## config.mk

```make
export PLATFORM = sky130hd
export DESIGN_NAME = one_wire_bus_master
export DESIGN_NICKNAME = d
export VERILOG_FILES = /design/src/hw/rtl/owbm_pkg.sv /design/src/hw/rtl/owbm_front.sv /design/src/hw/rtl/owbm_back.sv /design/src/hw/rtl/one_wire_bus_master.sv
export SDC_FILE = /design/constraint.sdc
export NUM_CORES = 1
export LEC_CHECK = 0
export ABC_CLOCK_PERIOD_IN_PS = 4100
export BUFFER_PORTS_ARGS = -buffer_cell sky130_fd_sc_hd__buf_2
export CORE_MARGIN = 1.5
export CORE_UTILIZATION = 60
export DETAILED_ROUTE_END_ITERATION = 12
export MAX_ROUTING_LAYER = met4
export PLACE_DENSITY_LB_ADDON = 0.1
export SKIP_LAST_GASP = 1
export SYNTH_ARGS = -nofsm -noshare
export SYNTH_HDL_FRONTEND = slang
export SYNTH_HIERARCHICAL = 1
export SYNTH_SLANG_ARGS = --single-unit
```

## constraint.sdc

```tcl
create_clock -name clk -period 4.1 [get_ports clk]
set_input_delay 0.82 -clock clk [delete_from_list [all_inputs] [get_ports clk]]
set_output_delay 0.82 -clock clk [all_outputs]
set_load 0.01 [all_outputs]
```

## src/hw/rtl/owbm_pkg.sv

```systemverilog
// ----------------------------------------------------------------------------
// owbm_pkg
// Shared types and constants of the 1-Wire bus master: phase and command
// codes, register indexes, fixed gap lengths and the queued transaction.
// ----------------------------------------------------------------------------
package owbm_pkg;

    localparam int CNT_W      = 10;
    localparam int BYTE_W     = 8;
    localparam int ACTION_W   = 3;
    localparam int BIT_IDX_W  = 4;
    localparam int CFG_IDX_W  = 3;

    localparam logic [CNT_W-1:0]     CNT_MAX            = 10'd1023;
    localparam logic [CNT_W-1:0]     RESET_SETTLE_TICKS = 10'd410;
    localparam logic [CNT_W-1:0]     READ_GAP_TICKS     = 10'd6;
    localparam logic [CNT_W-1:0]     WRITE_GAP_TICKS    = 10'd5;
    localparam logic [BIT_IDX_W-1:0] BITS_PER_BYTE      = 4'd8;

    typedef enum logic [3:0] {
        PH_IDLE       = 4'd0,
        PH_RST_LOW    = 4'd1,
        PH_RST_WAIT   = 4'd2,
        PH_RST_SETTLE = 4'd3,
        PH_WR_LOW     = 4'd4,
        PH_WR_REC     = 4'd5,
        PH_RD_LOW     = 4'd6,
        PH_RD_WAIT    = 4'd7,
        PH_RD_TAIL    = 4'd8,
        PH_RD_GAP     = 4'd9,
        PH_WR_GAP     = 4'd10
    } phase_t;

    typedef enum logic [ACTION_W-1:0] {
        OP_NONE  = 3'd0,
        OP_RESET = 3'd1,
        OP_WBIT  = 3'd2,
        OP_RBIT  = 3'd3,
        OP_WBYTE = 3'd4,
        OP_RBYTE = 3'd5
    } op_t;

    typedef enum logic [CFG_IDX_W-1:0] {
        CFG_SLOT_LOW_SHORT        = 3'd0,
        CFG_WRITE_ONE_RECOVERY    = 3'd1,
        CFG_SLOT_LOW_LONG         = 3'd2,
        CFG_WRITE_ZERO_RECOVERY   = 3'd3,
        CFG_READ_SAMPLE_DELAY     = 3'd4,
        CFG_READ_TAIL             = 3'd5,
        CFG_RESET_LOW_TIME        = 3'd6,
        CFG_PRESENCE_SAMPLE_DELAY = 3'd7
    } cfg_idx_t;

    typedef struct packed {
        logic              is_cmd;
        logic              nonzero;
        op_t               op;
        logic [BYTE_W-1:0] data;
        logic              dq;
        logic              tick;
    } owbm_item_t;

endpackage

```

## src/hw/rtl/owbm_front.sv

```systemverilog
// ----------------------------------------------------------------------------
// owbm_front
// Accepts input transactions, decodes the action into a command class and
// holds the decoded transactions in a short queue for the sequencer.
// ----------------------------------------------------------------------------
module owbm_front import owbm_pkg::*; #(
    parameter int DEPTH = 2
) (
    input  logic                clk,
    input  logic                rst_n,
    input  logic                in_valid,
    output logic                in_ready,
    input  logic [ACTION_W-1:0] action,
    input  logic [BYTE_W-1:0]   data_in,
    input  logic                dq_level,
    input  logic                tick,
    output logic                q_valid,
    output owbm_item_t          q_item,
    input  logic                q_pop
);

    localparam int PTR_W = $clog2(DEPTH);
    localparam int CNT_Q_W = $clog2(DEPTH + 1);
    localparam logic [PTR_W-1:0]   PTR_LAST = PTR_W'(DEPTH - 1);
    localparam logic [CNT_Q_W-1:0] CNT_FULL = CNT_Q_W'(DEPTH);

    owbm_item_t          mem_reg [DEPTH];
    logic [PTR_W-1:0]    wr_ptr_reg, wr_ptr_next;
    logic [PTR_W-1:0]    rd_ptr_reg, rd_ptr_next;
    logic [CNT_Q_W-1:0]  count_reg, count_next;
    owbm_item_t          item;
    logic                push;

    always_comb
    begin
        item.is_cmd  = (action >= OP_RESET) && (action <= OP_RBYTE);
        item.nonzero = (action != OP_NONE);
        item.op      = item.is_cmd ? op_t'(action) : OP_NONE;
        item.data    = data_in;
        item.dq      = dq_level;
        item.tick    = tick;
    end

    assign in_ready = (count_reg != CNT_FULL);
    assign push     = in_valid && in_ready;
    assign q_valid  = (count_reg != '0);
    assign q_item   = mem_reg[rd_ptr_reg];

    always_comb
    begin
        wr_ptr_next = wr_ptr_reg;
        rd_ptr_next = rd_ptr_reg;
        count_next  = count_reg;
        if (push)
        begin
            wr_ptr_next = (wr_ptr_reg == PTR_LAST) ? '0 : wr_ptr_reg + PTR_W'(1);
        end
        if (q_pop)
        begin
            rd_ptr_next = (rd_ptr_reg == PTR_LAST) ? '0 : rd_ptr_reg + PTR_W'(1);
        end
        if (push && !q_pop)
        begin
            count_next = count_reg + CNT_Q_W'(1);
        end
        else if (!push && q_pop)
        begin
            count_next = count_reg - CNT_Q_W'(1);
        end
    end

    always_ff @(posedge clk or negedge rst_n)
    begin
        if (!rst_n)
        begin
            wr_ptr_reg <= '0;
            rd_ptr_reg <= '0;
            count_reg  <= '0;
        end
        else
        begin
            wr_ptr_reg <= wr_ptr_next;
            rd_ptr_reg <= rd_ptr_next;
            count_reg  <= count_next;
        end
    end

    always_ff @(posedge clk)
    begin
        if (push)
        begin
            mem_reg[wr_ptr_reg] <= item;
        end
    end

    ap_pop_not_empty: assert property (@(posedge clk) disable iff (!rst_n)
        q_pop |-> (count_reg != '0))
        else $error("Queue popped while empty.");

    ap_count_bound: assert property (@(posedge clk) disable iff (!rst_n)
        count_reg <= CNT_FULL)
        else $error("Queue count exceeds its depth.");

endmodule

```

## src/hw/rtl/owbm_back.sv

```systemverilog
// ----------------------------------------------------------------------------
// owbm_back
// Bus sequencer: carries out one queued transaction per cycle against the
// timing registers while no result waits unread; results sit in a register.
// ----------------------------------------------------------------------------
module owbm_back import owbm_pkg::*; (
    input  logic                 clk,
    input  logic                 rst_n,
    input  logic                 cfg_we,
    input  logic [CFG_IDX_W-1:0] cfg_index,
    input  logic [CNT_W-1:0]     cfg_data,
    input  logic                 q_valid,
    input  owbm_item_t           q_item,
    output logic                 q_pop,
    output logic                 out_valid,
    input  logic                 out_ready,
    output logic                 dq_drive_low,
    output logic                 busy_res,
    output logic                 done_res,
    output logic [BYTE_W-1:0]    read_data,
    output logic                 presence,
    output logic                 rejected
);

    logic [CNT_W-1:0] slot_low_short_reg;
    logic [CNT_W-1:0] write_one_recovery_reg;
    logic [CNT_W-1:0] slot_low_long_reg;
    logic [CNT_W-1:0] write_zero_recovery_reg;
    logic [CNT_W-1:0] read_sample_delay_reg;
    logic [CNT_W-1:0] read_tail_reg;
    logic [CNT_W-1:0] reset_low_time_reg;
    logic [CNT_W-1:0] presence_sample_delay_reg;

    phase_t               phase_reg, phase_next;
    logic [CNT_W-1:0]     cnt_reg, cnt_next;
    logic [BIT_IDX_W-1:0] bit_reg, bit_next;
    logic [BYTE_W-1:0]    shift_reg, shift_next;
    logic                 pres_reg, pres_next;
    op_t                  op_reg, op_next;

    logic                 out_valid_reg;
    logic                 drive_reg, busy_reg, done_reg, pres_out_reg, rej_reg;
    logic [BYTE_W-1:0]    rdata_reg;

    logic                 done_c, rej_c;
    logic [CNT_W-1:0]     cnt_inc, phase_len;

    assign q_pop = q_valid && (!out_valid_reg || out_ready);

    always_comb
    begin
        case (phase_reg)
            PH_RST_LOW:    phase_len = reset_low_time_reg;
            PH_RST_WAIT:   phase_len = presence_sample_delay_reg;
            PH_RST_SETTLE: phase_len = RESET_SETTLE_TICKS;
            PH_WR_LOW:     phase_len = shift_reg[0] ? slot_low_short_reg : slot_low_long_reg;
            PH_WR_REC:     phase_len = shift_reg[0] ? write_one_recovery_reg
                                                    : write_zero_recovery_reg;
            PH_RD_LOW:     phase_len = slot_low_short_reg;
            PH_RD_WAIT:    phase_len = read_sample_delay_reg;
            PH_RD_TAIL:    phase_len = read_tail_reg;
            PH_RD_GAP:     phase_len = READ_GAP_TICKS;
            PH_WR_GAP:     phase_len = WRITE_GAP_TICKS;
            default:       phase_len = '0;
        endcase
    end

    assign cnt_inc = (q_item.tick && (cnt_reg != CNT_MAX)) ? cnt_reg + CNT_W'(1) : cnt_reg;

    always_comb
    begin
        phase_next = phase_reg;
        cnt_next   = cnt_reg;
        bit_next   = bit_reg;
        shift_next = shift_reg;
        pres_next  = pres_reg;
        op_next    = op_reg;
        done_c     = 1'b0;
        rej_c      = 1'b0;
        if (phase_reg == PH_IDLE)
        begin
            if (q_item.is_cmd)
            begin
                op_next  = q_item.op;
                cnt_next = '0;
                bit_next = '0;
                case (q_item.op)
                    OP_RESET:
                    begin
                        phase_next = PH_RST_LOW;
                    end
                    OP_WBIT:
                    begin
                        shift_next = {{(BYTE_W-1){1'b0}}, q_item.data[0]};
                        phase_next = PH_WR_LOW;
                    end
                    OP_WBYTE:
                    begin
                        shift_next = q_item.data;
                        phase_next = PH_WR_LOW;
                    end
                    OP_RBIT, OP_RBYTE:
                    begin
                        shift_next = '0;
                        phase_next = PH_RD_LOW;
                    end
                    default:
                    begin
                        phase_next = PH_IDLE;
                    end
                endcase
            end
        end
        else if (phase_reg > PH_WR_GAP)
        begin
            rej_c      = q_item.nonzero;
            phase_next = PH_IDLE;
            cnt_next   = '0;
        end
        else
        begin
            rej_c    = q_item.nonzero;
            cnt_next = cnt_inc;
            if (cnt_inc >= phase_len)
            begin
                cnt_next   = '0;
                phase_next = PH_IDLE;
                case (phase_reg)
                    PH_RST_LOW:
                    begin
                        phase_next = PH_RST_WAIT;
                    end
                    PH_RST_WAIT:
                    begin
                        pres_next  = !q_item.dq;
                        phase_next = PH_RST_SETTLE;
                    end
                    PH_RST_SETTLE:
                    begin
                        done_c = 1'b1;
                    end
                    PH_WR_LOW:
                    begin
                        phase_next = PH_WR_REC;
                    end
                    PH_WR_REC:
                    begin
                        shift_next = shift_reg >> 1;
                        bit_next   = bit_reg + BIT_IDX_W'(1);
                        if (op_reg != OP_WBYTE)
                        begin
                            done_c = 1'b1;
                        end
                        else
                        begin
                            phase_next = (bit_next >= BITS_PER_BYTE) ? PH_WR_GAP : PH_WR_LOW;
                        end
                    end
                    PH_WR_GAP:
                    begin
                        done_c = 1'b1;
                    end
                    PH_RD_LOW:
                    begin
                        phase_next = PH_RD_WAIT;
                    end
                    PH_RD_WAIT:
                    begin
                        if (q_item.dq)
                        begin
                            shift_next = shift_reg | (BYTE_W'(1) << bit_reg[2:0]);
                        end
                        phase_next = PH_RD_TAIL;
                    end
                    PH_RD_TAIL:
                    begin
                        bit_next = bit_reg + BIT_IDX_W'(1);
                        if (op_reg != OP_RBYTE)
                        begin
                            done_c = 1'b1;
                        end
                        else
                        begin
                            phase_next = PH_RD_GAP;
                        end
                    end
                    PH_RD_GAP:
                    begin
                        if (bit_reg >= BITS_PER_BYTE)
                        begin
                            done_c = 1'b1;
                        end
                        else
                        begin
                            phase_next = PH_RD_LOW;
                        end
                    end
                    default:
                    begin
                        phase_next = PH_IDLE;
                    end
                endcase
            end
        end
    end

    always_ff @(posedge clk or negedge rst_n)
    begin
        if (!rst_n)
        begin
            slot_low_short_reg        <= 10'd6;
            write_one_recovery_reg    <= 10'd64;
            slot_low_long_reg         <= 10'd60;
            write_zero_recovery_reg   <= 10'd10;
            read_sample_delay_reg     <= 10'd9;
            read_tail_reg             <= 10'd55;
            reset_low_time_reg        <= 10'd480;
            presence_sample_delay_reg <= 10'd70;
        end
        else if (cfg_we)
        begin
            case (cfg_idx_t'(cfg_index))
                CFG_SLOT_LOW_SHORT:        slot_low_short_reg        <= cfg_data;
                CFG_WRITE_ONE_RECOVERY:    write_one_recovery_reg    <= cfg_data;
                CFG_SLOT_LOW_LONG:         slot_low_long_reg         <= cfg_data;
                CFG_WRITE_ZERO_RECOVERY:   write_zero_recovery_reg   <= cfg_data;
                CFG_READ_SAMPLE_DELAY:     read_sample_delay_reg     <= cfg_data;
                CFG_READ_TAIL:             read_tail_reg             <= cfg_data;
                CFG_RESET_LOW_TIME:        reset_low_time_reg        <= cfg_data;
                CFG_PRESENCE_SAMPLE_DELAY: presence_sample_delay_reg <= cfg_data;
                default:                   ;
            endcase
        end
    end

    always_ff @(posedge clk or negedge rst_n)
    begin
        if (!rst_n)
        begin
            phase_reg     <= PH_IDLE;
            cnt_reg       <= '0;
            bit_reg       <= '0;
            shift_reg     <= '0;
            pres_reg      <= 1'b0;
            op_reg        <= OP_NONE;
            out_valid_reg <= 1'b0;
        end
        else
        begin
            if (q_pop)
            begin
                phase_reg     <= phase_next;
                cnt_reg       <= cnt_next;
                bit_reg       <= bit_next;
                shift_reg     <= shift_next;
                pres_reg      <= pres_next;
                op_reg        <= op_next;
                out_valid_reg <= 1'b1;
            end
            else if (out_ready)
            begin
                out_valid_reg <= 1'b0;
            end
        end
    end

    always_ff @(posedge clk)
    begin
        if (q_pop)
        begin
            drive_reg    <= (phase_next == PH_RST_LOW) || (phase_next == PH_WR_LOW)
                            || (phase_next == PH_RD_LOW);
            busy_reg     <= (phase_next != PH_IDLE);
            done_reg     <= done_c;
            rdata_reg    <= ((op_next == OP_RBIT) || (op_next == OP_RBYTE)) ? shift_next : '0;
            pres_out_reg <= pres_next;
            rej_reg      <= rej_c;
        end
    end

    assign out_valid    = out_valid_reg;
    assign dq_drive_low = drive_reg;
    assign busy_res     = busy_reg;
    assign done_res     = done_reg;
    assign read_data    = rdata_reg;
    assign presence     = pres_out_reg;
    assign rejected     = rej_reg;

    ap_done_not_busy: assert property (@(posedge clk) disable iff (!rst_n)
        (out_valid_reg && done_reg) |-> !busy_reg)
        else $error("Completion reported while still busy.");

    ap_drive_busy: assert property (@(posedge clk) disable iff (!rst_n)
        (out_valid_reg && drive_reg) |-> busy_reg)
        else $error("Line driven low outside an operation.");

    ap_pop_result: assert property (@(posedge clk) disable iff (!rst_n)
        q_pop |=> out_valid_reg)
        else $error("Popped transaction produced no result.");

endmodule

```

## src/hw/rtl/one_wire_bus_master.sv

```systemverilog
// Accepted transactions are queued; each result is registered when popped.
// Throughput: one transaction per cycle unless an unread result stalls it.
// The input queue (QUEUE_DEPTH entries) and the output register decouple stalls.
// Reset clears the queue, the sequencer to idle and the timing registers to
// their standard-speed defaults; no result is pending after reset.
// ----------------------------------------------------------------------------
// one_wire_bus_master
// Bit-level 1-Wire bus master: a decode front end and queue feed a timed
// bus sequencer that returns one result per input transaction.
// ----------------------------------------------------------------------------
module one_wire_bus_master import owbm_pkg::*; #(
    parameter int QUEUE_DEPTH = 2
) (
    input  logic                 clk,
    input  logic                 rst_n,
    input  logic                 cfg_we,
    input  logic [CFG_IDX_W-1:0] cfg_index,
    input  logic [CNT_W-1:0]     cfg_data,
    input  logic                 in_valid,
    output logic                 in_ready,
    input  logic [ACTION_W-1:0]  action,
    input  logic [BYTE_W-1:0]    data_in,
    input  logic                 dq_level,
    input  logic                 tick,
    output logic                 out_valid,
    input  logic                 out_ready,
    output logic                 dq_drive_low,
    output logic                 busy_res,
    output logic                 done_res,
    output logic [BYTE_W-1:0]    read_data,
    output logic                 presence,
    output logic                 rejected
);

    logic       q_valid;
    logic       q_pop;
    owbm_item_t q_item;

    owbm_front #(
        .DEPTH (QUEUE_DEPTH)
    ) u_front (
        .clk      (clk),
        .rst_n    (rst_n),
        .in_valid (in_valid),
        .in_ready (in_ready),
        .action   (action),
        .data_in  (data_in),
        .dq_level (dq_level),
        .tick     (tick),
        .q_valid  (q_valid),
        .q_item   (q_item),
        .q_pop    (q_pop)
    );

    owbm_back u_back (
        .clk          (clk),
        .rst_n        (rst_n),
        .cfg_we       (cfg_we),
        .cfg_index    (cfg_index),
        .cfg_data     (cfg_data),
        .q_valid      (q_valid),
        .q_item       (q_item),
        .q_pop        (q_pop),
        .out_valid    (out_valid),
        .out_ready    (out_ready),
        .dq_drive_low (dq_drive_low),
        .busy_res     (busy_res),
        .done_res     (done_res),
        .read_data    (read_data),
        .presence     (presence),
        .rejected     (rejected)
    );

endmodule
```

[After elaboration in Yosys (flattened, before gate mapping)]
Memories as Yosys holds them, arrays and structs flattened.
Cells that the tools add are included.
Word-level totals
  register bits: 128
  bits in latches: 0
  memory bits (writable): 30
  ROM bits: 0
  input bits: 31
  memories: 1
Operators by class
  add/sub/neg operators: 6
  multiply operators: 0
  divide/modulo/power cells: 0
  magnitude comparators: 6
  equal/unequal tests: 33
  shift operators: 1
  multiplexer cells: 49
  bitwise operators: 2
  reduce and logical (&&, ||, !) cells: 38
Memories
  u_front.mem_reg: words 2, width 15, read ports 1, clocked after Yosys merged registers in 0, wr ports 1, line owbm_front.sv:27  | owbm_item_t mem_reg [DEPTH];
Operators with widths (count)
  one-hot mux 10 bit (10 select lines): 1
  2-to-1 mux 10 bit: 7
  2-to-1 mux 4 bit: 12
  2-to-1 mux 8 bit: 5
  one-hot mux 4 bit (8 select lines): 1
  equality test 4 x 3 -> 1 bit, second input constant: 6
  one-hot mux 8 bit (3 select lines): 1
  equality test 3 bit, second input constant: 7
  AND reduction 2 bit: 9
  one-hot mux 8 bit (2 select lines): 1
  equality test 3 x 2 -> 1 bit, second input constant: 5
  2-to-1 mux 1 bit: 13
  equality test 4 bit, second input constant: 3
  2-to-1 mux 3 bit: 4
  adder 10 x 1 -> 10 bit, second input constant: 1
  greater-or-equal comparator 10 bit: 1
  != test 10 bit, second input constant: 1
  nonzero test 2 bit: 5
  one-hot mux 3 bit (3 select lines): 1
  equality test 4 x 1 -> 1 bit, second input constant: 2
  equality test 4 x 2 -> 1 bit, second input constant: 2
  greater-or-equal comparator 4 bit, second input constant: 2
  OR 8 bit: 1
  OR reduction 2 bit: 4
  24 further kinds: 40

[Depth between registers and ports, before layout]
  depth after elaboration: 11
  depth in mapped cells: 17
  depth with buffers taken out: 14

[Modules after synthesis]
The synthesis kept the hierarchy.
Modules (own cells, without submodules)
  owbm_back: times used 1, cells an instance 634, area an instance 6827.8 µm², seq. area each 3196.8 µm²
  owbm_front: times used 1, cells an instance 70, area an instance 1368.8 µm², seq. area each 1001.0 µm²

[Worst setup path before layout]
OpenSTA, ideal clock, no wires.
  path kind: register to register
  start: reg u_front.rd_ptr_reg
  end: reg u_back.bit_reg[2]
  library setup time: 0.125 ns
  arrival time: 3.551 ns
  slack: 0.424 ns
  stages on the path, launching flop included: 17
  buffers on the path: 3
  clock period less this slack: 3.676 ns
  cells stage by stage: dfrtp_1 > buf_6 > buf_12 > mux2_4 > nand4_1 > a41oi_1 > and4_1 > nand2_1 > xnor2_1 > ha_1 > nand4_1 > o41a_4 > nand2_4 > a21oi_2 > or3_1 > buf_6 > mux2_4
RTL lines
  from (decl): line owbm_front.sv:29  | logic [PTR_W-1:0] rd_ptr_reg, rd_ptr_next;
  from (signal assigned): line owbm_front.sv:83  | rd_ptr_reg <= rd_ptr_next;
  to (signal assigned): line owbm_back.sv:254  | bit_reg <= bit_next;
  to (decl): line owbm_back.sv:36  | logic [BIT_IDX_W-1:0] bit_reg, bit_next;

[Worst setup path after layout]
  start: reg u_back.phase_reg[1]
  end: reg u_back.drive_reg, in the netlist u_back/dq_drive_low, data pin
On the way
  cells in the longest elaborated chain, start to end: 9
  elaborated cells on any way between the ends: 24
  classes of those cells: 2 x order compare; 13 x eq/ne; 6 x mux; 3 x reduce/logical
RTL lines
  from (decl): line owbm_back.sv:34  | phase_t phase_reg, phase_next;
  from (signal assigned): line owbm_back.sv:252  | phase_reg <= phase_next;
  equality test 4 bit (tied with other cells): line owbm_back.sv:52  | case (phase_reg)
  one-hot mux 10 bit (10 select lines): line owbm_back.sv:52
  greater-or-equal comparator 10 bit: line owbm_back.sv:124  | if (cnt_inc >= phase_len)
  2-to-1 mux 4 bit: line owbm_back.sv:124
  2-to-1 mux 4 bit: line owbm_back.sv:114  | else if (phase_reg > PH_WR_GAP)
  2-to-1 mux 4 bit *: line owbm_back.sv:80  | if (phase_reg == PH_IDLE)
  equality test 4 x 1 -> 1 bit / equality test 4 x 3 -> 1 bit (equally long branches): line owbm_back.sv:271  | drive_reg <= (phase_next == PH_RST_LOW) || (phase_next == PH_WR_LOW)
  logical OR 1 bit: line owbm_back.sv:271
  logical OR 1 bit *: line owbm_back.sv:272  | || (phase_next == PH_RD_LOW);
  to (signal assigned): line owbm_back.sv:271
  to (decl): line owbm_back.sv:42  | logic drive_reg, busy_reg, done_reg, pres_out_reg, rej_reg;
Every way passes the cells marked *; elsewhere a longest branch is shown, timed or not.
A chain may end at the register's enable or synchronous reset.

==> impl_metrics.xml <==
<?xml version="1.0" encoding="UTF-8"?>
<metrics>
  <group name="synthesis">
    <metric name="post_synth_num_cell_types" unit="">69</metric>
    <metric name="area_leader_netlist" unit="">sky130_fd_sc_hd__dfrtp_1</metric>
    <metric name="yosys_warnings" unit="">6</metric>
    <metric name="synth.yosys.seq_area_share" unit="">0.512</metric>
    <metric name="synth.ff_latch_count" unit="">158</metric>
    <metric name="postSynthAreaPerCell" unit="µm²">11.6</metric>
    <metric name="post_synthesis_instance_total" unit="">704</metric>
    <metric name="synth_ff_type" unit="">sky130_fd_sc_hd__dfrtp_1</metric>
    <metric name="synth_top_area_share" unit="">0.281</metric>
    <metric name="synthesis.nets" unit="">753</metric>
    <metric name="synth-async-reset-ratio" unit="">0.728</metric>
    <metric name="synth.cell_area" unit="µm²">8200</metric>
    <metric name="largest_cells_by_area_after_synthesis" unit="">sky130_fd_sc_hd__dfrtp_1, sky130_fd_sc_hd__edfxtp_1, sky130_fd_sc_hd__mux2_2</metric>
    <metric name="synth_enable_flop_cells" unit="">43</metric>
    <metric name="yosys-top-cells-count" unit="">sky130_fd_sc_hd__mux2_2, sky130_fd_sc_hd__dfrtp_1, sky130_fd_sc_hd__nand2_1, sky130_fd_sc_hd__edfxtp_1, sky130_fd_sc_hd__o21ai_0</metric>
    <metric name="yosysMostFrequentCell" unit="">sky130_fd_sc_hd__mux2_2</metric>
  </group>
  <group name="worst_setup_path">
    <metric name="cp.buffers_inverters" unit="">1</metric>
    <metric name="critPathLaunchType" unit="">flop</metric>
    <metric name="crit_path_top_delay_cell" unit="">sky130_fd_sc_hd__o41a_4</metric>
    <metric name="crit_family" unit="">simple AND/OR/NAND/NOR gates</metric>
    <metric name="worst_ep_arrival_time" unit="ns">4.14</metric>
    <metric name="worst-path-max-fanout" unit="">15</metric>
    <metric name="timing.critical_path.cells" unit="">buf_4, nor2_1, nand2_1, nor2_1, a22oi_1, and3_1, ha_1, nand4_1, o41a_4, and2_1, o31ai_2, nand2_1, o31ai_1</metric>
    <metric name="category_of_the_most_critical_setup_path" unit="">flop to flop</metric>
    <metric name="cp_slowest_stage_delay" unit="ns">0.57</metric>
    <metric name="reg2reg_slack" unit="ns">0.17</metric>
    <metric name="r2r-start" unit="">u_back/phase_reg[1]</metric>
    <metric name="reg2reg_to" unit="">u_back/dq_drive_low</metric>
    <metric name="worstPathRequired" unit="ns">4.31</metric>
    <metric name="ff2ff_path_depth" unit="">13</metric>
    <metric name="critical_path.endpoint_type" unit="">flop</metric>
  </group>
  <group name="floorplanning">
    <metric name="die_width" unit="µm">120</metric>
    <metric name="core-area" unit="µm²">13300</metric>
    <metric name="io_pins" unit="">46</metric>
    <metric name="initial_utilization" unit="">0.617</metric>
    <metric name="die_ar" unit="µm²">14400</metric>
    <metric name="fp.dieH" unit="µm">120</metric>
    <metric name="floorplan.rows" unit="">42</metric>
  </group>
  <group name="timing">
    <metric name="setup_viol" unit="">0</metric>
    <metric name="tightest_slew" unit="ns">1.16</metric>
    <metric name="post-route-worst-setup-slack" unit="ns">0.172</metric>
    <metric name="report.final.hold_viol_count" unit="">0</metric>
    <metric name="grt_setup_unrepaired" unit="">no</metric>
    <metric name="max_clock_freq" unit="MHz">255</metric>
    <metric name="period_minus_slack" unit="ns">3.93</metric>
    <metric name="post_route_skew" unit="ns">0.00969</metric>
    <metric name="fin_tns_setup" unit="ns">0</metric>
    <metric name="timing.final.crit_share" unit="">0.958</metric>
    <metric name="final_max_slew_viol_count" unit="">0</metric>
    <metric name="timing.slew.headroom" unit="">0.225</metric>
  </group>
  <group name="grt">
    <metric name="number_of_global_route_vias_before_repair" unit="">5869</metric>
    <metric name="globalRoute.totalOverflow" unit="">0</metric>
    <metric name="grt_usage" unit="">0.308</metric>
    <metric name="grt_first_pass_wirelength" unit="µm">32500</metric>
    <metric name="number_of_antenna_violations_at_the_first_check_in_global_routing" unit="">0</metric>
    <metric name="grt_start_max_net_pins" unit="">61</metric>
  </group>
  <group name="clocking">
    <metric name="ctsLongestPathBuffers" unit="">2</metric>
    <metric name="ctsHoldBuffers" unit="">0</metric>
    <metric name="clk_pin_slew" unit="ns">0.06</metric>
    <metric name="cts.htree.levels" unit="">4</metric>
    <metric name="cts_tree" unit="">done</metric>
    <metric name="post-cts-setup-buffer-count" unit="">0</metric>
    <metric name="tritoncts_num_sinks" unit="">158</metric>
    <metric name="clock_insertion_delay_worst_skew" unit="ns">0.43</metric>
    <metric name="clockRootBuffer" unit="">sky130_fd_sc_hd__clkbuf_16</metric>
    <metric name="cts-buffers-inserted" unit="">17</metric>
  </group>
  <group name="power">
    <metric name="powerDensity" unit="nW/µm²">706</metric>
    <metric name="power_switching_share" unit="">0.373</metric>
    <metric name="pwr-share-clk" unit="">0.236</metric>
    <metric name="internal_power" unit="W">0.00411</metric>
    <metric name="irDropWorstVdd" unit="mV">0.526</metric>
    <metric name="comb_power_share" unit="">0.389</metric>
    <metric name="switch_pwr" unit="W">0.00245</metric>
    <metric name="static-leakage-power" unit="nW">3.85</metric>
    <metric name="fin_total_pwr" unit="W">0.00656</metric>
    <metric name="seqPwrFrac" unit="">0.375</metric>
  </group>
  <group name="route">
    <metric name="drt_pass1_iterations" unit="">7</metric>
    <metric name="first_iter_violations" unit="">559</metric>
    <metric name="route.vias.total" unit="">6055</metric>
    <metric name="vias_per_cell" unit="">6.35</metric>
    <metric name="drt-wirelength-per-cell" unit="µm">21.6</metric>
    <metric name="detail_route.drc_violations" unit="">0</metric>
    <metric name="drt_wl_total" unit="µm">20600</metric>
    <metric name="route.antenna.remaining_nets" unit="">0</metric>
  </group>
  <group name="place">
    <metric name="post_place_setup_slack" unit="ns">0.0988</metric>
    <metric name="place.gp.congestion" unit="">0.980</metric>
    <metric name="placed_cells_incl_taps" unit="">922</metric>
    <metric name="detailed_placer_s_ending_hpwl" unit="µm">14400</metric>
    <metric name="placedInstanceArea" unit="µm²">8680</metric>
    <metric name="portBuffers" unit="">45</metric>
  </group>
  <group name="layout">
    <metric name="design.final.nets" unit="">814</metric>
    <metric name="diodes" unit="">0</metric>
    <metric name="post-route-cell-area" unit="µm²">9290</metric>
    <metric name="final_non_filler_cells" unit="">954</metric>
    <metric name="final_layout_size_suffix_gt1_frac" unit="">0.330</metric>
    <metric name="seq_area" unit="µm²">4200</metric>
    <metric name="flow.area_growth_from_synthesis" unit="%">13.3</metric>
    <metric name="fillCellCount" unit="">944</metric>
    <metric name="multi_input_combinational_cell_area" unit="µm²">3770</metric>
    <metric name="number_of_flip_flops_in_the_largest_register" unit="">30</metric>
  </group>
  <group name="run_status">
    <metric name="status" unit="">complete, no violations</metric>
  </group>
  <group name="worst_hold_path">
    <metric name="min-delay-path-class" unit="">primary input to async pin</metric>
  </group>
  <group name="run">
    <metric name="cap_viol_max_count" unit="">0</metric>
  </group>
</metrics>
==> power groups by stage <==
stage          Clock (W)  Combinational (W)  Sequential (W)
6_report         0.00155            0.00255         0.00246
5_1_grt          0.00163            0.00279         0.00250
4_1_cts          0.00157            0.00251         0.00245
3_5_place_dp           0            0.00249         0.00247
3_3_place_gp           0            0.00244         0.00246
2_1_floorplan          0            0.00184         0.00235
==> worst max-delay path by stage <==
| stage | startpoint | slack (ns) | depth (start not counted) | end |
|---|---|---|---|---|
| after global routing | u_front/rd_ptr_reg | 0.01 | 14 | u_back/dq_drive_low |
| final | u_back/phase_reg[1] | 0.17 | 13 | u_back/dq_drive_low |
| after floorplan | u_front/rd_ptr_reg | 0.42 | 16 | u_back/bit_reg[2] |
| after CTS | u_back/phase_reg[1] | 0.08 | 14 | u_back/shift_reg[0] |
| after detailed placement | u_back/phase_reg[1] | 0.1 | 14 | u_back/shift_reg[0] |
| after global placement | u_back/phase_reg[3] | 0.05 | 14 | u_back/dq_drive_low |
==> stage by stage <==
stage               hold slack [ns]   util
finish                        0.440  0.699
detailed placement            0.492  0.653
global route                  0.496  0.699
global placement              0.473  0.653
CTS                           0.465  0.697
floorplan                     0.456      -
==> kinds of logic after synthesis <==
kind of cell / after synthesis / synth area share
compound gates: 155 / 0.125
xor+xnor: 17 / 0.0182
fa+ha+maj: 18 / 0.0275
buf+inv: 45 / 0.0307
flops: 158 / 0.512
mux: 118 / 0.165
simple gates: 193 / 0.122
==> per-layer routing <==
| metal | up-vias | track usage | share of wire |
|---|---|---|---|
| li1 | 2735 | - | - |
| met2 | 283 | 0.440 | 0.45 |
| met1 | 3007 | 0.446 | 0.47 |
| met5 | - | - | 0 |
| met4 | 0 | 0.0826 | 0.015 |
| met3 | 30 | 0.0737 | 0.071 |
==> what timing repair did <==
action,in CTS,in global routing
endpoints found under the hold margin,0,0
resized for setup,0,8
setup endpoints to repair,0,12
==> placed cells by master (no fill, tap or decap), types with 14 or more instances in the layout <==
cell type                   instances
sky130_fd_sc_hd__a21oi_1           37
sky130_fd_sc_hd__buf_2             44
sky130_fd_sc_hd__buf_4             32
sky130_fd_sc_hd__clkbuf_16         17
sky130_fd_sc_hd__dfrtp_1           90
sky130_fd_sc_hd__dfstp_2           23
sky130_fd_sc_hd__edfxtp_1          43
sky130_fd_sc_hd__ha_1              18
sky130_fd_sc_hd__mux2_2            93
sky130_fd_sc_hd__mux2i_1           14
sky130_fd_sc_hd__nand2_1           68
sky130_fd_sc_hd__nand2b_1          16
sky130_fd_sc_hd__nor2_1            32
sky130_fd_sc_hd__o21ai_0           43
==> final cells by class <==
| class | count | area share |
|---|---|---|
| clock buffer | 24 | 0.0540 |
| sequential | 158 | 0.452 |
| inverter | 10 | 0.00404 |
| tap | 176 | 0.0237 |
| multi-input combinational | 501 | 0.406 |
| clock inverter | 8 | 0.00849 |
| timing repair buffer | 77 | 0.0517 |
Power figures use the tool's default switching activity.
